<file path="config.mk">
export PLATFORM = sky130hd
export DESIGN_NAME = geneve_decap_classifier
export DESIGN_NICKNAME = d
export VERILOG_FILES = /design/src/rtl/gdc_pkg.sv /design/src/rtl/geneve_decap_classifier.sv
export SDC_FILE = /design/constraint.sdc
export NUM_CORES = 1
export LEC_CHECK = 0
export ABC_AREA = 1
export CORE_ASPECT_RATIO = 1.2
export CORE_MARGIN = 2
export CORE_UTILIZATION = 53
export CTS_BUF_LIST = sky130_fd_sc_hd__clkbuf_8
export DETAILED_ROUTE_END_ITERATION = 6
export DONT_BUFFER_PORTS = 1
export PLACE_DENSITY = 0.66
export REMOVE_ABC_BUFFERS = 1
export SYNTH_ARGS = -nofsm -noshare
export SYNTH_HDL_FRONTEND = slang
export SYNTH_SLANG_ARGS = --single-unit
</file>
<file path="constraint.sdc">
create_clock -name clk -period 5.52 [get_ports clk]
set_input_delay 0.276 -clock clk [delete_from_list [all_inputs] [get_ports clk]]
set_output_delay 0.276 -clock clk [all_outputs]
set_load 0.02 [all_outputs]
</file>
<file path="src/rtl/gdc_pkg.sv">
// ----------------------------------------------------------------------------
// gdc_pkg: shared constants and types of the Geneve decap classifier
// Header layout constants, verdict codes, inner ethertype codes and the
// configuration register map.
// ----------------------------------------------------------------------------
package gdc_pkg;

	// tunnel slots the mask can carry
	localparam int MAX_TUNNELS = 4;

	// field widths
	localparam int VNI_W      = 24;
	localparam int POS_W      = 9;
	localparam int CFG_IDX_W  = 3;
	localparam int HOLD_DEPTH = 14;
	localparam int HOLD_IDX_W = 4;

	// header and frame layout
	localparam logic [POS_W-1:0]      FIXED_HEADER  = 9'd8;
	localparam logic [POS_W-1:0]      POS_MAX       = 9'd511;
	localparam logic [HOLD_IDX_W-1:0] ETYPE_OFFSET  = 4'd12;
	localparam logic [HOLD_IDX_W-1:0] HOLD_LAST     = 4'd13;
	localparam logic [HOLD_IDX_W-1:0] HOLD_FULL     = 4'd14;
	localparam logic [15:0]           PROTO_ETHERNET = 16'h6558;
	localparam logic [7:0]            ETYPE_IPV4_HI = 8'h08;
	localparam logic [7:0]            ETYPE_IPV4_LO = 8'h00;
	localparam logic [7:0]            ETYPE_IPV6_HI = 8'h86;
	localparam logic [7:0]            ETYPE_IPV6_LO = 8'hDD;

	// reset values of the filter registers
	localparam logic [VNI_W-1:0] IPV4_ONLY_RESET = 24'd4096;
	localparam logic [VNI_W-1:0] IPV6_ONLY_RESET = 24'd8192;

	// register map
	localparam logic [CFG_IDX_W-1:0] REG_TUNNEL_VNI_0 = 3'd0;
	localparam logic [CFG_IDX_W-1:0] REG_TUNNEL_EN    = 3'd4;
	localparam logic [CFG_IDX_W-1:0] REG_IPV4_ONLY    = 3'd5;
	localparam logic [CFG_IDX_W-1:0] REG_IPV6_ONLY    = 3'd6;

	// verdict codes
	typedef enum logic [2:0] {
		ST_FORWARD   = 3'd0,
		ST_BAD_PROTO = 3'd1,
		ST_NOT_IPV4  = 3'd2,
		ST_NOT_IPV6  = 3'd3,
		ST_NO_TUNNEL = 3'd4,
		ST_SHORT_HDR = 3'd5
	} status_t;

	// inner ethertype codes
	typedef enum logic [1:0] {
		IK_NONE = 2'd0,
		IK_IPV4 = 2'd1,
		IK_IPV6 = 2'd2
	} ip_kind_t;

endpackage

</file>
<file path="src/rtl/geneve_decap_classifier.sv">
// ----------------------------------------------------------------------------
// geneve_decap_classifier: Geneve decapsulation and tunnel classification
// Parses the Geneve header byte by byte, holds the first inner-frame bytes
// until the ethertype is known, filters and forwards the inner frame with a
// tunnel match mask, and closes each packet with a verdict.
// ----------------------------------------------------------------------------
// Usage:
//   Input channel (in_valid/in_stall, in_byte, in_last) takes one packet byte
//   per request. Output channel (out_valid/out_stall) delivers forwarded inner
//   bytes (kind 0) and one verdict per packet (kind 1, out_last set).
//   Configuration is written through cfg_we/cfg_index/cfg_data; the user must
//   write it only while idle; the block does not enforce it. A taken byte
//   is registered in the result-sequencing stage, then moved into the output
//   register. Throughput: one byte per cycle while the output does not stall
//   and at most one result of the previous byte is left. A byte releasing
//   the held inner bytes causes up to 14 held bytes plus the verdict as
//   results, a forwarded last byte the byte and the verdict; the single
//   result-sequencing stage issues them one at a time. A request is taken
//   while the previous one's last result moves into the output register, so
//   a result waiting under out_stall does not block one new request. While
//   the receiver stalls, the output register holds. Reset clears the packet
//   parser, sequencer and output valid; registers return to reset values.
// ----------------------------------------------------------------------------
module geneve_decap_classifier
	import gdc_pkg::*;
#(
	parameter int NUM_TUNNELS = MAX_TUNNELS
) (
	input  logic                 clk,
	input  logic                 arst_n,
	// configuration
	input  logic                 cfg_we,
	input  logic [CFG_IDX_W-1:0] cfg_index,
	input  logic [VNI_W-1:0]     cfg_data,
	// input channel
	input  logic                 in_valid,
	output logic                 in_stall,
	input  logic [7:0]           in_byte,
	input  logic                 in_last,
	// output channel
	output logic                 out_valid,
	input  logic                 out_stall,
	output logic                 kind,
	output logic [7:0]           data_byte,
	output logic [MAX_TUNNELS-1:0] dest_mask,
	output logic [VNI_W-1:0]     packet_vni,
	output logic [2:0]           status,
	output logic [1:0]           ip_kind,
	output logic                 out_last
);

	// configuration registers
	logic [VNI_W-1:0]       tvni_q [NUM_TUNNELS];
	logic [NUM_TUNNELS-1:0] ten_q;
	logic [VNI_W-1:0]       v4_vni_q;
	logic [VNI_W-1:0]       v6_vni_q;

	// packet parser state
	logic [POS_W-1:0]       pos_q;
	logic [POS_W-1:0]       hlen_q;
	logic [15:0]            proto_q;
	logic [VNI_W-1:0]       vni_q;
	status_t                drop_q;
	logic [MAX_TUNNELS-1:0] mask_q;
	ip_kind_t               ikind_q;
	logic [7:0]             hold_q [HOLD_DEPTH];

	// result sequencer stage
	logic [HOLD_IDX_W-1:0]  flush_left_s1;
	logic [HOLD_IDX_W-1:0]  flush_idx_s1;
	logic                   fwd_s1;
	logic                   verd_s1;
	logic [7:0]             fwd_byte_s1;
	status_t                status_s1;
	logic [MAX_TUNNELS-1:0] mask_s1;
	logic [VNI_W-1:0]       vni_s1;
	ip_kind_t               ikind_s1;

	// output register
	logic                   out_valid_s2;
	logic                   kind_s2;
	logic [7:0]             data_s2;
	logic [MAX_TUNNELS-1:0] mask_s2;
	logic [VNI_W-1:0]       vni_s2;
	status_t                status_s2;
	ip_kind_t               ikind_s2;
	logic                   last_s2;

	// next-state of the parser
	logic [POS_W-1:0]       pos_n;
	logic [POS_W-1:0]       hlen_n;
	logic [15:0]            proto_n;
	logic [VNI_W-1:0]       vni_n;
	status_t                drop_n;
	logic [MAX_TUNNELS-1:0] mask_n;
	ip_kind_t               ikind_n;
	logic                   in_hdr;
	logic                   short_hdr;
	logic                   do_decide;
	logic                   hold_we;
	logic                   fwd_n;
	logic [POS_W-1:0]       idx;
	logic [HOLD_IDX_W-1:0]  dec_count;
	logic [HOLD_IDX_W-1:0]  flush_cnt;
	status_t                verd_status;
	logic [VNI_W-1:0]       vni_full;
	logic [MAX_TUNNELS-1:0] match;

	// sequencer handshake
	logic                   accept;
	logic                   out_ready;
	logic                   job_any;
	logic                   job_one;
	logic                   take;

	// match the completed VNI against the enabled tunnel slots
	assign vni_full = {vni_q[VNI_W-1:8], in_byte};

	always_comb begin
		match = '0;
		for (int i = 0; i < NUM_TUNNELS; i++) begin
			match[i] = ten_q[i] && (tvni_q[i] == vni_full);
		end
	end

	// parse one byte: header fields, frame hold, decision, verdict
	always_comb begin
		pos_n       = pos_q;
		hlen_n      = hlen_q;
		proto_n     = proto_q;
		vni_n       = vni_q;
		drop_n      = drop_q;
		mask_n      = mask_q;
		ikind_n     = ikind_q;
		short_hdr   = 1'b0;
		do_decide   = 1'b0;
		hold_we     = 1'b0;
		fwd_n       = 1'b0;
		dec_count   = '0;
		flush_cnt   = '0;
		in_hdr      = pos_q < hlen_q;
		idx         = pos_q - hlen_q;

		if (in_hdr) begin
			case (pos_q)
				9'd0: hlen_n = FIXED_HEADER + {1'b0, in_byte[5:0], 2'b00};
				9'd2: proto_n = {in_byte, 8'h00};
				9'd3: begin
					proto_n = {proto_q[15:8], in_byte};
					if ({proto_q[15:8], in_byte} != PROTO_ETHERNET) begin
						drop_n = ST_BAD_PROTO;
					end
				end
				9'd4: vni_n = {in_byte, 16'h0000};
				9'd5: vni_n = {vni_q[VNI_W-1:16], in_byte, 8'h00};
				9'd6: begin
					vni_n  = vni_full;
					mask_n = match;
				end
				default: ;
			endcase
			if (in_last && (({1'b0, pos_q} + 10'd1) < {1'b0, hlen_n})) begin
				short_hdr = 1'b1;
			end
		end else begin
			if (idx < POS_W'(HOLD_DEPTH)) begin
				hold_we = 1'b1;
				if (idx[HOLD_IDX_W-1:0] == HOLD_LAST) begin
					do_decide = 1'b1;
					dec_count = HOLD_FULL;
				end
			end else if (drop_q == ST_FORWARD) begin
				fwd_n = 1'b1;
			end
		end

		// packet ends before the ethertype: decide on what is held
		if (in_last && !short_hdr &&
		    ({1'b0, pos_q} < ({1'b0, hlen_n} + 10'(HOLD_LAST)))) begin
			do_decide = 1'b1;
			dec_count = in_hdr ? '0 : idx[HOLD_IDX_W-1:0] + 4'd1;
		end

		// ethertype, filters and flush length
		if (do_decide) begin
			ikind_n = IK_NONE;
			if (dec_count == HOLD_FULL) begin
				if (hold_q[ETYPE_OFFSET] == ETYPE_IPV4_HI && in_byte == ETYPE_IPV4_LO) begin
					ikind_n = IK_IPV4;
				end else if (hold_q[ETYPE_OFFSET] == ETYPE_IPV6_HI &&
				             in_byte == ETYPE_IPV6_LO) begin
					ikind_n = IK_IPV6;
				end
			end
			if (drop_n == ST_FORWARD) begin
				if (vni_n == v4_vni_q && ikind_n != IK_IPV4) begin
					drop_n = ST_NOT_IPV4;
				end else if (vni_n == v6_vni_q && ikind_n != IK_IPV6) begin
					drop_n = ST_NOT_IPV6;
				end else if (mask_n == '0) begin
					drop_n = ST_NO_TUNNEL;
				end
			end
			flush_cnt = (drop_n == ST_FORWARD) ? dec_count : '0;
		end

		verd_status = short_hdr ? ST_SHORT_HDR : drop_n;

		// advance the position, saturating on long packets
		if (!in_last && pos_q != POS_MAX) begin
			pos_n = pos_q + 9'd1;
		end
	end

	// sequencer: one result per cycle into the output register while it is not stalled
	assign out_ready = !out_valid_s2 || !out_stall;
	assign job_any   = (flush_left_s1 != '0) || fwd_s1 || verd_s1;
	assign job_one   = ((flush_left_s1 == 4'd1) && !fwd_s1 && !verd_s1) ||
	                   ((flush_left_s1 == '0) && (fwd_s1 ^ verd_s1));
	assign take      = job_any && out_ready;
	assign in_stall  = job_any && !(job_one && out_ready);
	assign accept    = in_valid && !in_stall;

	// control registers
	always_ff @(posedge clk or negedge arst_n) begin
		if (!arst_n) begin
			for (int i = 0; i < NUM_TUNNELS; i++) begin
				tvni_q[i] <= '0;
			end
			ten_q         <= '0;
			v4_vni_q      <= IPV4_ONLY_RESET;
			v6_vni_q      <= IPV6_ONLY_RESET;
			pos_q         <= '0;
			hlen_q        <= FIXED_HEADER;
			proto_q       <= '0;
			vni_q         <= '0;
			drop_q        <= ST_FORWARD;
			mask_q        <= '0;
			ikind_q       <= IK_NONE;
			flush_left_s1 <= '0;
			flush_idx_s1  <= '0;
			fwd_s1        <= 1'b0;
			verd_s1       <= 1'b0;
			out_valid_s2  <= 1'b0;
		end else begin
			// register writes
			if (cfg_we) begin
				for (int i = 0; i < NUM_TUNNELS; i++) begin
					if (cfg_index == REG_TUNNEL_VNI_0 + CFG_IDX_W'(i)) begin
						tvni_q[i] <= cfg_data;
					end
				end
				if (cfg_index == REG_TUNNEL_EN) begin
					ten_q <= cfg_data[NUM_TUNNELS-1:0];
				end
				if (cfg_index == REG_IPV4_ONLY) begin
					v4_vni_q <= cfg_data;
				end
				if (cfg_index == REG_IPV6_ONLY) begin
					v6_vni_q <= cfg_data;
				end
			end

			// parser update, cleared after every verdict
			if (accept) begin
				if (in_last) begin
					pos_q   <= '0;
					hlen_q  <= FIXED_HEADER;
					proto_q <= '0;
					vni_q   <= '0;
					drop_q  <= ST_FORWARD;
					mask_q  <= '0;
					ikind_q <= IK_NONE;
				end else begin
					pos_q   <= pos_n;
					hlen_q  <= hlen_n;
					proto_q <= proto_n;
					vni_q   <= vni_n;
					drop_q  <= drop_n;
					mask_q  <= mask_n;
					ikind_q <= ikind_n;
				end
			end

			// load a new job or advance the current one
			if (accept) begin
				flush_left_s1 <= flush_cnt;
				flush_idx_s1  <= '0;
				fwd_s1        <= fwd_n;
				verd_s1       <= in_last;
			end else if (take) begin
				if (flush_left_s1 != '0) begin
					flush_left_s1 <= flush_left_s1 - 4'd1;
					flush_idx_s1  <= flush_idx_s1 + 4'd1;
				end else if (fwd_s1) begin
					fwd_s1 <= 1'b0;
				end else begin
					verd_s1 <= 1'b0;
				end
			end

			// output valid: hold while stalled
			if (out_ready) begin
				out_valid_s2 <= job_any;
			end
		end
	end

	// payload registers
	always_ff @(posedge clk) begin
		if (accept && hold_we) begin
			hold_q[idx[HOLD_IDX_W-1:0]] <= in_byte;
		end
		if (accept) begin
			fwd_byte_s1 <= in_byte;
			status_s1   <= verd_status;
			mask_s1     <= mask_n;
			vni_s1      <= vni_n;
			ikind_s1    <= ikind_n;
		end
		if (take) begin
			mask_s2  <= mask_s1;
			vni_s2   <= vni_s1;
			ikind_s2 <= ikind_s1;
			if (flush_left_s1 != '0) begin
				kind_s2   <= 1'b0;
				data_s2   <= hold_q[flush_idx_s1];
				status_s2 <= ST_FORWARD;
				last_s2   <= 1'b0;
			end else if (fwd_s1) begin
				kind_s2   <= 1'b0;
				data_s2   <= fwd_byte_s1;
				status_s2 <= ST_FORWARD;
				last_s2   <= 1'b0;
			end else begin
				kind_s2   <= 1'b1;
				data_s2   <= 8'h00;
				status_s2 <= status_s1;
				last_s2   <= 1'b1;
			end
		end
	end

	// drive the output ports
	assign out_valid  = out_valid_s2;
	assign kind       = kind_s2;
	assign data_byte  = data_s2;
	assign dest_mask  = mask_s2;
	assign packet_vni = vni_s2;
	assign status     = status_s2;
	assign ip_kind    = ikind_s2;
	assign out_last   = last_s2;

endmodule

</file>
==> reports/metrics.csv, run 1 <==
metric,value,unit
"Primary FF master, synth",dfrtp_1,
DRC,0,
GR Util All Layers,0.299,
wire per inst,22.3,um
Vias/cell,5.80,
Synth area leader,edfxtp_1,
average cell area after synthesis,9.92,um2
Max Cap Viol,0,
CTS H-tree depth,3,
post-cts repair resize count,0,
ranking of synthesized cells by area,"edfxtp_1, dfrtp_1, nand2_1",
root buf cell,clkbuf_8,
Design Power,11.9,mW
crit-path max cell delay,0.42,ns
nets@finish,2081,
Critical Path End Type,flop,
post-synthesis cell count,1966,
deepest clock path buffer count,3,
Yosys cell types,65,
Post-synth EDFFs,195,
Slew Limit Headroom,0.194,
worst path required time,5.90,ns
Final setup viols,0,
clk slew on worst S/H paths,0.06,ns
worst min-delay path category,input pin to flop,
GPL Wtd Cong,0.951,
Starting Density,0.541,
Core Box Area,36000,um2
first drt pass iteration count,5,
status,"complete, no violations",
final wirelength,56.1,mm
Worst Path Arrival,4.93,ns
met2 Usage GRT,0.521,
Iter 0 DRT Violations,1305,
top-area cell type share of the netlist area,0.300,
met3 Use GR,0.0491,
Antenna diodes,0,
I/O Buffers,0,
worst-margin pin slew,1.21,ns
RSZ-0062 raised after global routing,no,
Worst Skew,0.0371,ns
Most Crowded Layer GR,met2,
die area,38300,um2
VDD IR max,0.294,mV
Post-synth ARST share,0.528,
vias in the first global route,14449,
Power per Cell Area,557,nW/um2
area grow syn2layout,10.1,%
hold path startpoint,cfg_data[21],
total gr overflow,0,
Setup CP Type,flop to flop,
post-route ant nets,0,
slowest CP cell,dfrtp_1,
die width,179,um
Final Hold Vio Count,0,
largest net degree at the start of global routing,219,
Die Ht,214,um
CP dominant cell by count,nand2_1,
Final Slew Violations,0,
Leak,9.11,nW
row count,76,
CP startpoint,pos_q[0],
Setup Total Neg Slack,0,ns
antenna violations before repair,1,
yosys warns,0,
met1 Use GR,0.355,
worst reg2reg path depth,28,
maximum clock rate,220,MHz
"Seq/Total Area, Yosys",0.580,
mapped cell area,19500,um2
io pins,86,
Reg2Reg Launch Point,pos_q[0],
setup bufs post-CTS,0,
Final Cycle Share,0.825,
Setup crit start kind,flop,
DR vias,14604,
first-pass GRT wire length,85.8,mm
Num CTS Buffers,67,
"Max FO, Critical Path",8,
Worst-Skew Late Latency,0.63,ns
CTS tree,yes,
layout cells sized above 1,0.102,
dpl hpwl,38.2,mm
clock tree sinks,413,
"FF+latch count, synth",413,
WHS Path Cells,2,
post-layout min period,4.56,ns
-- cell families after synthesis --
family | share of synthesized area
simple gates | 0.161
flops | 0.580
compound gates | 0.138
xor+xnor | 0.0409
fa+ha+maj | 0.0261
buf+inv | 0.0538
-- sequential cells by signal, summed over array words and instances, names as in the netlist, 8 cells and up --
| register | count |
|---|---|
| pos_q | 9 |
| hlen_q | 9 |
| vni_q | 24 |
| v4_vni_q | 24 |
| fwd_byte_s1 | 8 |
| data_byte | 8 |
| v6_vni_q | 24 |
| tvni_q | 96 |
| vni_s1 | 24 |
| packet_vni | 24 |
| hold_q | 112 |
| proto_q | 8 |
-- metrics by stage --
step	cell area, um2	hold WS, ns	utilization	worst slack [ns]	cells
after floorplan	19200	-0.0196	-	1.22	1884
after global placement	19900	-0.0143	0.553	1.03	2377
after detailed placement	19900	-0.0139	0.553	1.02	2377
after CTS	21500	0.00266	0.596	1.02	2517
after global routing	21500	0.0213	0.596	0.518	2517
final	21500	0.00687	0.596	0.965	2517
-- timing repair --
action,CTS,global route
setup endpoints to repair,0,0
hold buffers,22,0
hold endpoints to repair,400,0
-- synthesized netlist by cell type (7+ instances only) --
cell	n
nand4_1	28
or2_2	9
nor3_1	19
dfrtp_1	215
clkbuf_1	74
o21ai_0	279
nand2_1	383
nor4_1	8
xnor2_1	46
a21oi_1	36
o31ai_1	7
o22ai_1	72
xor2_1	45
clkinv_1	8
edfxtp_1	195
inv_1	168
nor2_1	137
ha_1	39
nand2_2	18
inv_2	12
a221oi_1	11
nand3_1	53
-- routing by layer --
layer / vias up / wire, um
li1: 6792 / -
met1: 7109 / 21500
met2: 552 / 28700
met3: 151 / 2970
met4: 0 / 2920
met5: - / 0
-- critical path, delay by kind of cell, from the launching register on --
family / cells / cell delay [ns]
simple gates: 18 / 1.82
compound gates: 4 / 0.92
buf+inv: 3 / 0.55
fa+ha+maj: 2 / 0.45
flops: 1 / 0.42
xor+xnor: 1 / 0.17
-- path summary, 6_finish.rpt --
check | end | slack (ns)
min in group asynchronous | v6_vni_q[22] | 0.34
worst min-delay path | v4_vni_q[21] | 0.007
worst max register to register | status_s1[0] | 0.96
worst max-delay path | status_s1[0] | 0.96
max in group asynchronous | hlen_q[4] | 4.18
worst min register to register | packet_vni[18] | 0.41
-- power by group --
part	leakage (nW)	total (mW)	switching (mW)	internal, mW
logic	3.86	5.05	3.32	1.73
clock network	0.745	2.58	1.25	1.33
registers	4.51	4.32	0.538	3.79
-- cells in the final DEF (no fill, tap or decap), types with 36 or more instances in the layout --
master | Yosys | routed
ha_1 | 39 | 39
xor2_1 | 45 | 45
xnor2_1 | 46 | 46
o21ai_0 | 279 | 279
o22ai_1 | 72 | 72
nand2_1 | 383 | 383
clkbuf_8 | 0 | 80
dfrtp_1 | 215 | 215
nor2_1 | 137 | 136
a21oi_1 | 36 | 36
nand3_1 | 53 | 53
inv_1 | 168 | 188
edfxtp_1 | 195 | 195
-- layout make-up --
class | count | area [um2]
clock inverter | 38 | 193
tap | 468 | 586
multi-input combinational | 1282 | 7130
sequential | 413 | 11300
inverter | 189 | 711
fill | 3062 | 14600
timing repair buffer | 47 | 425
clock buffer | 80 | 1100
Note: power is estimated with default switching activity, not from simulation.
==> inputs of run 2 (changes only) <==
- clock period: 5.52 -> 4.45 ns (I/O delays scaled with it)
==> run 2 against run 1 <==
The flow now finishes with violations (hold timing). Clock-buffer cell count increased by 1. Sequential cell count unchanged. Power increased by 33%. Critical path type unchanged. Critical endpoint unchanged. Largest cell class unchanged. Highest routed layer unchanged.
==> reports/metrics.csv, run 2 (same netlist as run 1, synthesis figures left out) <==
metric,value,unit,change
Worst Skew,0.0310,ns,was 0.0371 ns
CTS tree,yes,,unchanged
Design Power,15.9,mW,was 11.9 mW
deepest clock path buffer count,3,,unchanged
Setup crit start kind,flop,,unchanged
FF-to-FF setup slack,0.21,ns,was 0.96 ns
slowest CP cell,dfstp_2,,was dfrtp_1
hold_ws,-0.694,ns,was 0.00687 ns
DR vias,14725,,"was 14,604"
post-layout min period,4.24,ns,was 4.56 ns
CTS Hold Bufs,31,,was 22
worst min-delay path category,input pin to asynchronous set/reset pin,,was input pin to flop
worst reg2reg path depth,31,,was 28
post-route ant nets,0,,unchanged
Num CTS Buffers,70,,was 67
Slew Limit Headroom,0.242,,was 0.194
"Max FO, Critical Path",4,,was 8
clock tree sinks,413,,unchanged
Setup CP Type,flop to flop,,unchanged
CTS H-tree depth,3,,unchanged
Final Hold Vio Count,218,,was 0
switching power total,6.59,mW,was 5.10 mW
worst-margin pin slew,1.12,ns,was 1.21 ns
Power per Cell Area,716,nW/um2,was 557 nW/um2
Final Slew Violations,0,,unchanged
Reg power frac,0.334,,was 0.362
CP dominant cell by count,nand2_2,,was nand2_1
dpl hpwl,38.3,mm,was 38.2 mm
final wirelength,56.5,mm,was 56.1 mm
crit-path max cell delay,0.55,ns,was 0.42 ns
die area,38300,um2,unchanged
wire per inst,21.9,um,was 22.3 um
root buf cell,clkbuf_8,,unchanged
area grow syn2layout,14.3,%,was 10.1%
Starting Density,0.541,,unchanged
I/O Buffers,0,,unchanged
Max Cap Viol,0,,unchanged
maximum clock rate,236,MHz,was 220 MHz
Reg2Reg Launch Point,hlen_q[3],,was pos_q[0]
clk slew on worst S/H paths,0.06,ns,about the same
Critical Path End Type,flop,,unchanged
largest net degree at the start of global routing,219,,unchanged
Clk network pwr share,0.227,,was 0.216
DRC,0,,unchanged
first drt pass iteration count,7,,was 5
Final Cycle Share,0.954,,was 0.825
post-route setup slack,0.207,ns,was 0.965 ns
GR Util All Layers,0.301,,was 0.299
Worst-Skew Late Latency,0.62,ns,was 0.63 ns
io pins,86,,unchanged
total gr overflow,0,,unchanged
failing checks,hold timing,,
most frequent cells in the layout,"nand2_1, o21ai_0, dfrtp_1",,unchanged
Iter 0 DRT Violations,1278,,"was 1,305"
max reg flops,112,,unchanged
antenna violations before repair,1,,unchanged
first-pass GRT wire length,86.8,mm,was 85.8 mm
Leak,9.47,nW,was 9.11 nW
VDD IR max,0.336,mV,was 0.294 mV
nets@finish,2139,,"was 2,081"
Worst Path Arrival,4.59,ns,was 4.93 ns
power share of the combinational group,0.439,,was 0.423
capture point of the worst reg-to-reg path,status_s1[0],,unchanged
"most common cell after layout, fill and taps aside",nand2_1,,unchanged
Vias/cell,5.70,,was 5.80
GPL Wtd Cong,0.958,,was 0.951
Setup Slack @ Placement,0.00772,ns,was 1.02 ns
Int Pwr,9.36,mW,was 6.85 mW
die width,179,um,unchanged
row count,76,,unchanged
status,finished with violations,,"was complete, no violations"
Die Ht,214,um,unchanged
Core Box Area,36000,um2,unchanged
worst path required time,4.80,ns,was 5.90 ns
layout cells sized above 1,0.135,,was 0.102
switching share of total power,0.413,,was 0.427
vias in the first global route,14895,,"was 14,449"
Final setup viols,0,,unchanged
==> run 2: cell types whose count changed in the layout (fill, tap and decap cells not counted), moves of 6 or more <==
cell	before	now
buf_4	25	70
bufinv_16	0	6
dlygate4sd3_1	21	31
ha_1	39	33
ha_4	0	6
==> run 2: per-stage QoR <==
step	utilization	TNS (ns)	instances	area [um2]
3_5_place_dp	0.561	0	2414	20200
6_report	0.618	0	2584	22300
5_1_grt	0.618	-0.0622	2584	22300
4_1_cts	0.612	0	2573	22000
3_3_place_gp	0.561	0	2414	20200
2_1_floorplan	-	0	1884	19200
==> run 2: per-layer routing <==
layer / track usage / up-vias / routed length [um]
met2: 0.515 / 575 / 28600
met1: 0.356 / 7046 / 21500
met3: 0.0527 / 172 / 3150
li1: - / 6932 / -
met4: 0.166 / 0 / 3230
met5: 0 / - / 0
==> run 2: power by group through the flow <==
stage / sequential (mW) / clock (mW) / combinational [mW]
finish: 5.33 / 3.62 / 6.99
global route: 5.40 / 3.88 / 7.74
CTS: 5.30 / 3.68 / 6.50
detailed placement: 5.37 / 0 / 6.37
global placement: 5.35 / 0 / 6.30
floorplan: 5.29 / 0 / 4.43
==> run 2: final cells by class <==
type / instances / area [um2]
Sequential cell: 413 / 11300
Timing Repair Buffer: 102 / 856
Antenna cell: 2 / 5.00
Fill cell: 3013 / 13800
Clock inverter: 47 / 385
Clock buffer: 81 / 1110
Inverter: 189 / 712
Tap cell: 468 / 586
Multi-Input combinational cell: 1282 / 7310
==> run 2: worst max-delay path, delay by kind of cell (launching register included) <==
kind | cells | cell delay, ns
xor gates and xnor gates | 1 | 0.15
buffers and inverters | 7 | 0.51
adders and majority gates | 3 | 0.71
and+or+nand+nor | 19 | 1.77
DFF | 1 | 0.55
AOI/OAI and AO/OA | 1 | 0.29
==> run 2: worst max path at each step <==
| stage | from | to | slack (ns) |
|---|---|---|---|
| 2_1_floorplan | flush_left_s1[0] | pos_q[3] | 0.15 |
| 3_3_place_gp | hlen_q[3] | status_s1[0] | 0.04 |
| 3_5_place_dp | hlen_q[3] | status_s1[0] | 0.008 |
| 4_1_cts | hlen_q[3] | status_s1[0] | 0.12 |
| 5_1_grt | hlen_q[7] | status_s1[0] | -0.04 |
| 6_report | hlen_q[3] | status_s1[0] | 0.21 |
==> run 2: repair_timing <==
action | 4_1_cts | 5_1_grt
setup endpoints to repair | 1 | 14
pin swaps | 0 | 14
buffers inserted | 0 | 9
resized for setup | 1 | 31
endpoints found under the hold margin | 462 | 218
==> inputs of run 3 (changes only) <==
- CORE_ASPECT_RATIO: 1.2 -> 1.5
==> run 3 against run 2 <==
Combinational power down 0.7%. Critical path depth is 2 lower. First-iteration DRC count grew 0.47%. Cell area shrank 1.0%. Final cell count barely moved. The run still ends with hold timing left. Power shrank 3.9%. Hold slack worse by 0.037 ns. Sequential share of layout area up 0.54 points. Die area is essentially flat. Via count grew 0.51%. Clock skew fell by 0.0081 ns. Critical path type unchanged. Global-route usage increased by 0.63 points.
==> reports/metrics.csv, run 3 (same netlist as run 1, synthesis figures left out) <==
metric,value,unit,change
status,finished with violations,,unchanged
failing checks,hold timing,,unchanged
Final Cycle Share,0.943,,was 0.954
Setup CP Type,flop to flop,,unchanged
Reg2Reg Launch Point,hlen_q[6],,was hlen_q[3]
I/O Buffers,0,,unchanged
maximum clock rate,238,MHz,was 236 MHz
slowest CP cell,dfrtp_1,,was dfstp_2
power share of the combinational group,0.453,,was 0.439
clock tree sinks,413,,unchanged
first drt pass iteration count,6,,was 7
Leak,9.37,nW,was 9.47 nW
Setup crit end,status_s1[0],,unchanged
Int Pwr,8.87,mW,was 9.36 mW
Core Box Area,36500,um2,"was 36,000 um2"
area grow syn2layout,13.1,%,was 14.3%
met1 Use GR,0.323,,was 0.356
Vias/cell,5.72,,was 5.70
fillcell total,3051,,"was 3,013"
Worst-Skew Late Latency,0.66,ns,was 0.62 ns
io pins,86,,unchanged
post-route ant nets,0,,unchanged
Power per Cell Area,695,nW/um2,was 716 nW/um2
GPL Wtd Cong,0.932,,was 0.958
final wirelength,58.5,mm,was 56.5 mm
Starting Density,0.534,,was 0.541
layout cells sized above 1,0.131,,was 0.135
Final Hold Vio Count,218,,unchanged
met2 Usage GRT,0.570,,was 0.515
vias in the first global route,14762,,"was 14,895"
CP startpoint,hlen_q[6],,was hlen_q[3]
nets@finish,2136,,"was 2,139"
worst reg2reg path depth,29,,was 31
largest net degree at the start of global routing,219,,unchanged
Die Ht,239,um,was 214 um
FF-to-FF setup slack,0.25,ns,was 0.21 ns
Post-DP Area,20300,um2,"was 20,200 um2"
CTS H-tree depth,2,,was 3
Max Cap Viol,0,,unchanged
"most common cell after layout, fill and taps aside",nand2_1,,unchanged
total gr overflow,0,,unchanged
switching share of total power,0.421,,was 0.413
Clk network pwr share,0.200,,was 0.227
hold_ws,-0.731,ns,was -0.694 ns
DRC,0,,unchanged
post-layout min period,4.20,ns,was 4.24 ns
Setup crit start kind,flop,,unchanged
wire per inst,22.6,um,was 21.9 um
Worst Path Arrival,4.60,ns,was 4.59 ns
max reg flops,112,,unchanged
Slew Limit Headroom,0.111,,was 0.242
worst min-delay path category,input pin to asynchronous set/reset pin,,unchanged
clk slew on worst S/H paths,0.06,ns,about the same
capture point of the worst reg-to-reg path,status_s1[0],,unchanged
"Max FO, Critical Path",5,,was 4
CTS tree,yes,,unchanged
die area,38400,um2,"was 38,300 um2"
antenna violations before repair,1,,unchanged
Final setup viols,0,,unchanged
Num CTS Buffers,60,,was 70
GR Util All Layers,0.307,,was 0.301
worst path required time,4.85,ns,was 4.80 ns
worst-margin pin slew,1.32,ns,was 1.12 ns
most frequent cells in the layout,"nand2_1, o21ai_0, dfrtp_1",,unchanged
deepest clock path buffer count,3,,unchanged
dpl hpwl,41.0,mm,was 38.3 mm
die width,161,um,was 179 um
row count,86,,was 76
Most Crowded Layer GR,met2,,unchanged
VDD IR max,0.326,mV,was 0.336 mV
Reg power frac,0.347,,was 0.334
Worst Skew,0.0229,ns,was 0.0310 ns
root buf cell,clkbuf_8,,unchanged
Final Slew Violations,0,,unchanged
crit-path max cell delay,0.40,ns,was 0.55 ns
Critical Path End Type,flop,,unchanged
first-pass GRT wire length,87.7,mm,was 86.8 mm
DR vias,14800,,"was 14,725"
met3 Use GR,0.0368,,was 0.0527
Final Instance Area,22100,um2,"was 22,300 um2"
CTS Hold Bufs,34,,was 31
Iter 0 DRT Violations,1284,,"was 1,278"
switching power total,6.45,mW,was 6.59 mW
## run 3: cell count changes in the layout (fill, tap and decap cells not counted), moves of 2 or more
cell           previous run  this run
clkinv_1                 16         9
bufinv_16                 6         0
buf_4                    70        74
dlygate4sd3_1            31        34
inv_6                     3         0
clkbuf_8                 81        79
dfrtp_1                 215       213
dfrtp_2                   0         2
ha_2                      0         2
nand3_4                   6         4
## run 3: final cells by class
class | count | area [um2] | area share
inverter | 189 | 711 | 0.0322
tap | 484 | 606 | 0.0275
antenna | 1 | 2.50 | 0.000113
timing repair buffer | 109 | 916 | 0.0415
sequential | 413 | 11300 | 0.513
multi-input combinational | 1282 | 7270 | 0.330
clock buffer | 79 | 1090 | 0.0493
clock inverter | 29 | 144 | 0.00652
## run 3: metal layers
layer  routed length (um)  vias to the layer above
li1                     -                     6893
met1                20600                     7221
met2                30900                      492
met3                 2360                      194
met4                 4660                        0
met5                    0                        -
## run 3: worst min path at each step
stage | to | slack [ns] | cells past startpoint
CTS | flush_idx_s1[1] | -0.77 | 0
floorplan | drop_q[0] | -0.07 | 0
detailed placement | v6_vni_q[22] | -0.07 | 0
global route | v4_vni_q[18] | -0.77 | 0
finish | v4_vni_q[18] | -0.73 | 0
global placement | v6_vni_q[22] | -0.07 | 0
## run 3: critical path: cells and delay by family, from the launching register on
family	cells	cell delay (ns)
simple gates	17	1.64
compound gates	2	0.50
xor+xnor	1	0.14
fa+ha+maj	3	0.78
flops	1	0.40
buf+inv	6	0.49
## run 3: power groups by stage
stage | Sequential, mW | Clock, mW | Combinational, mW
finish | 5.31 | 3.06 | 6.94
CTS | 5.28 | 3.10 | 6.61
global placement | 5.33 | 0 | 6.46
detailed placement | 5.36 | 0 | 6.52
global route | 5.37 | 3.27 | 7.69
floorplan | 5.29 | 0 | 4.43
## run 3: through the flow
stage                util  setup slack (ns)  instances  power (mW)  TNS, ns
floorplan               -             0.148       1884        9.72        0
global placement    0.556            0.0345       2437        11.8        0
detailed placement  0.556            0.0248       2437        11.9        0
CTS                 0.599            0.0143       2579        15.0        0
global route        0.605           -0.0341       2586        16.3  -0.0875
finish              0.605             0.252       2586        15.3        0
## run 3: repair_timing
action / CTS / global route
endpoints found under the hold margin: 499 / 218
endpoints found under the setup margin: 0 / 14
resized for setup: 0 / 29
buffers inserted: 0 / 6
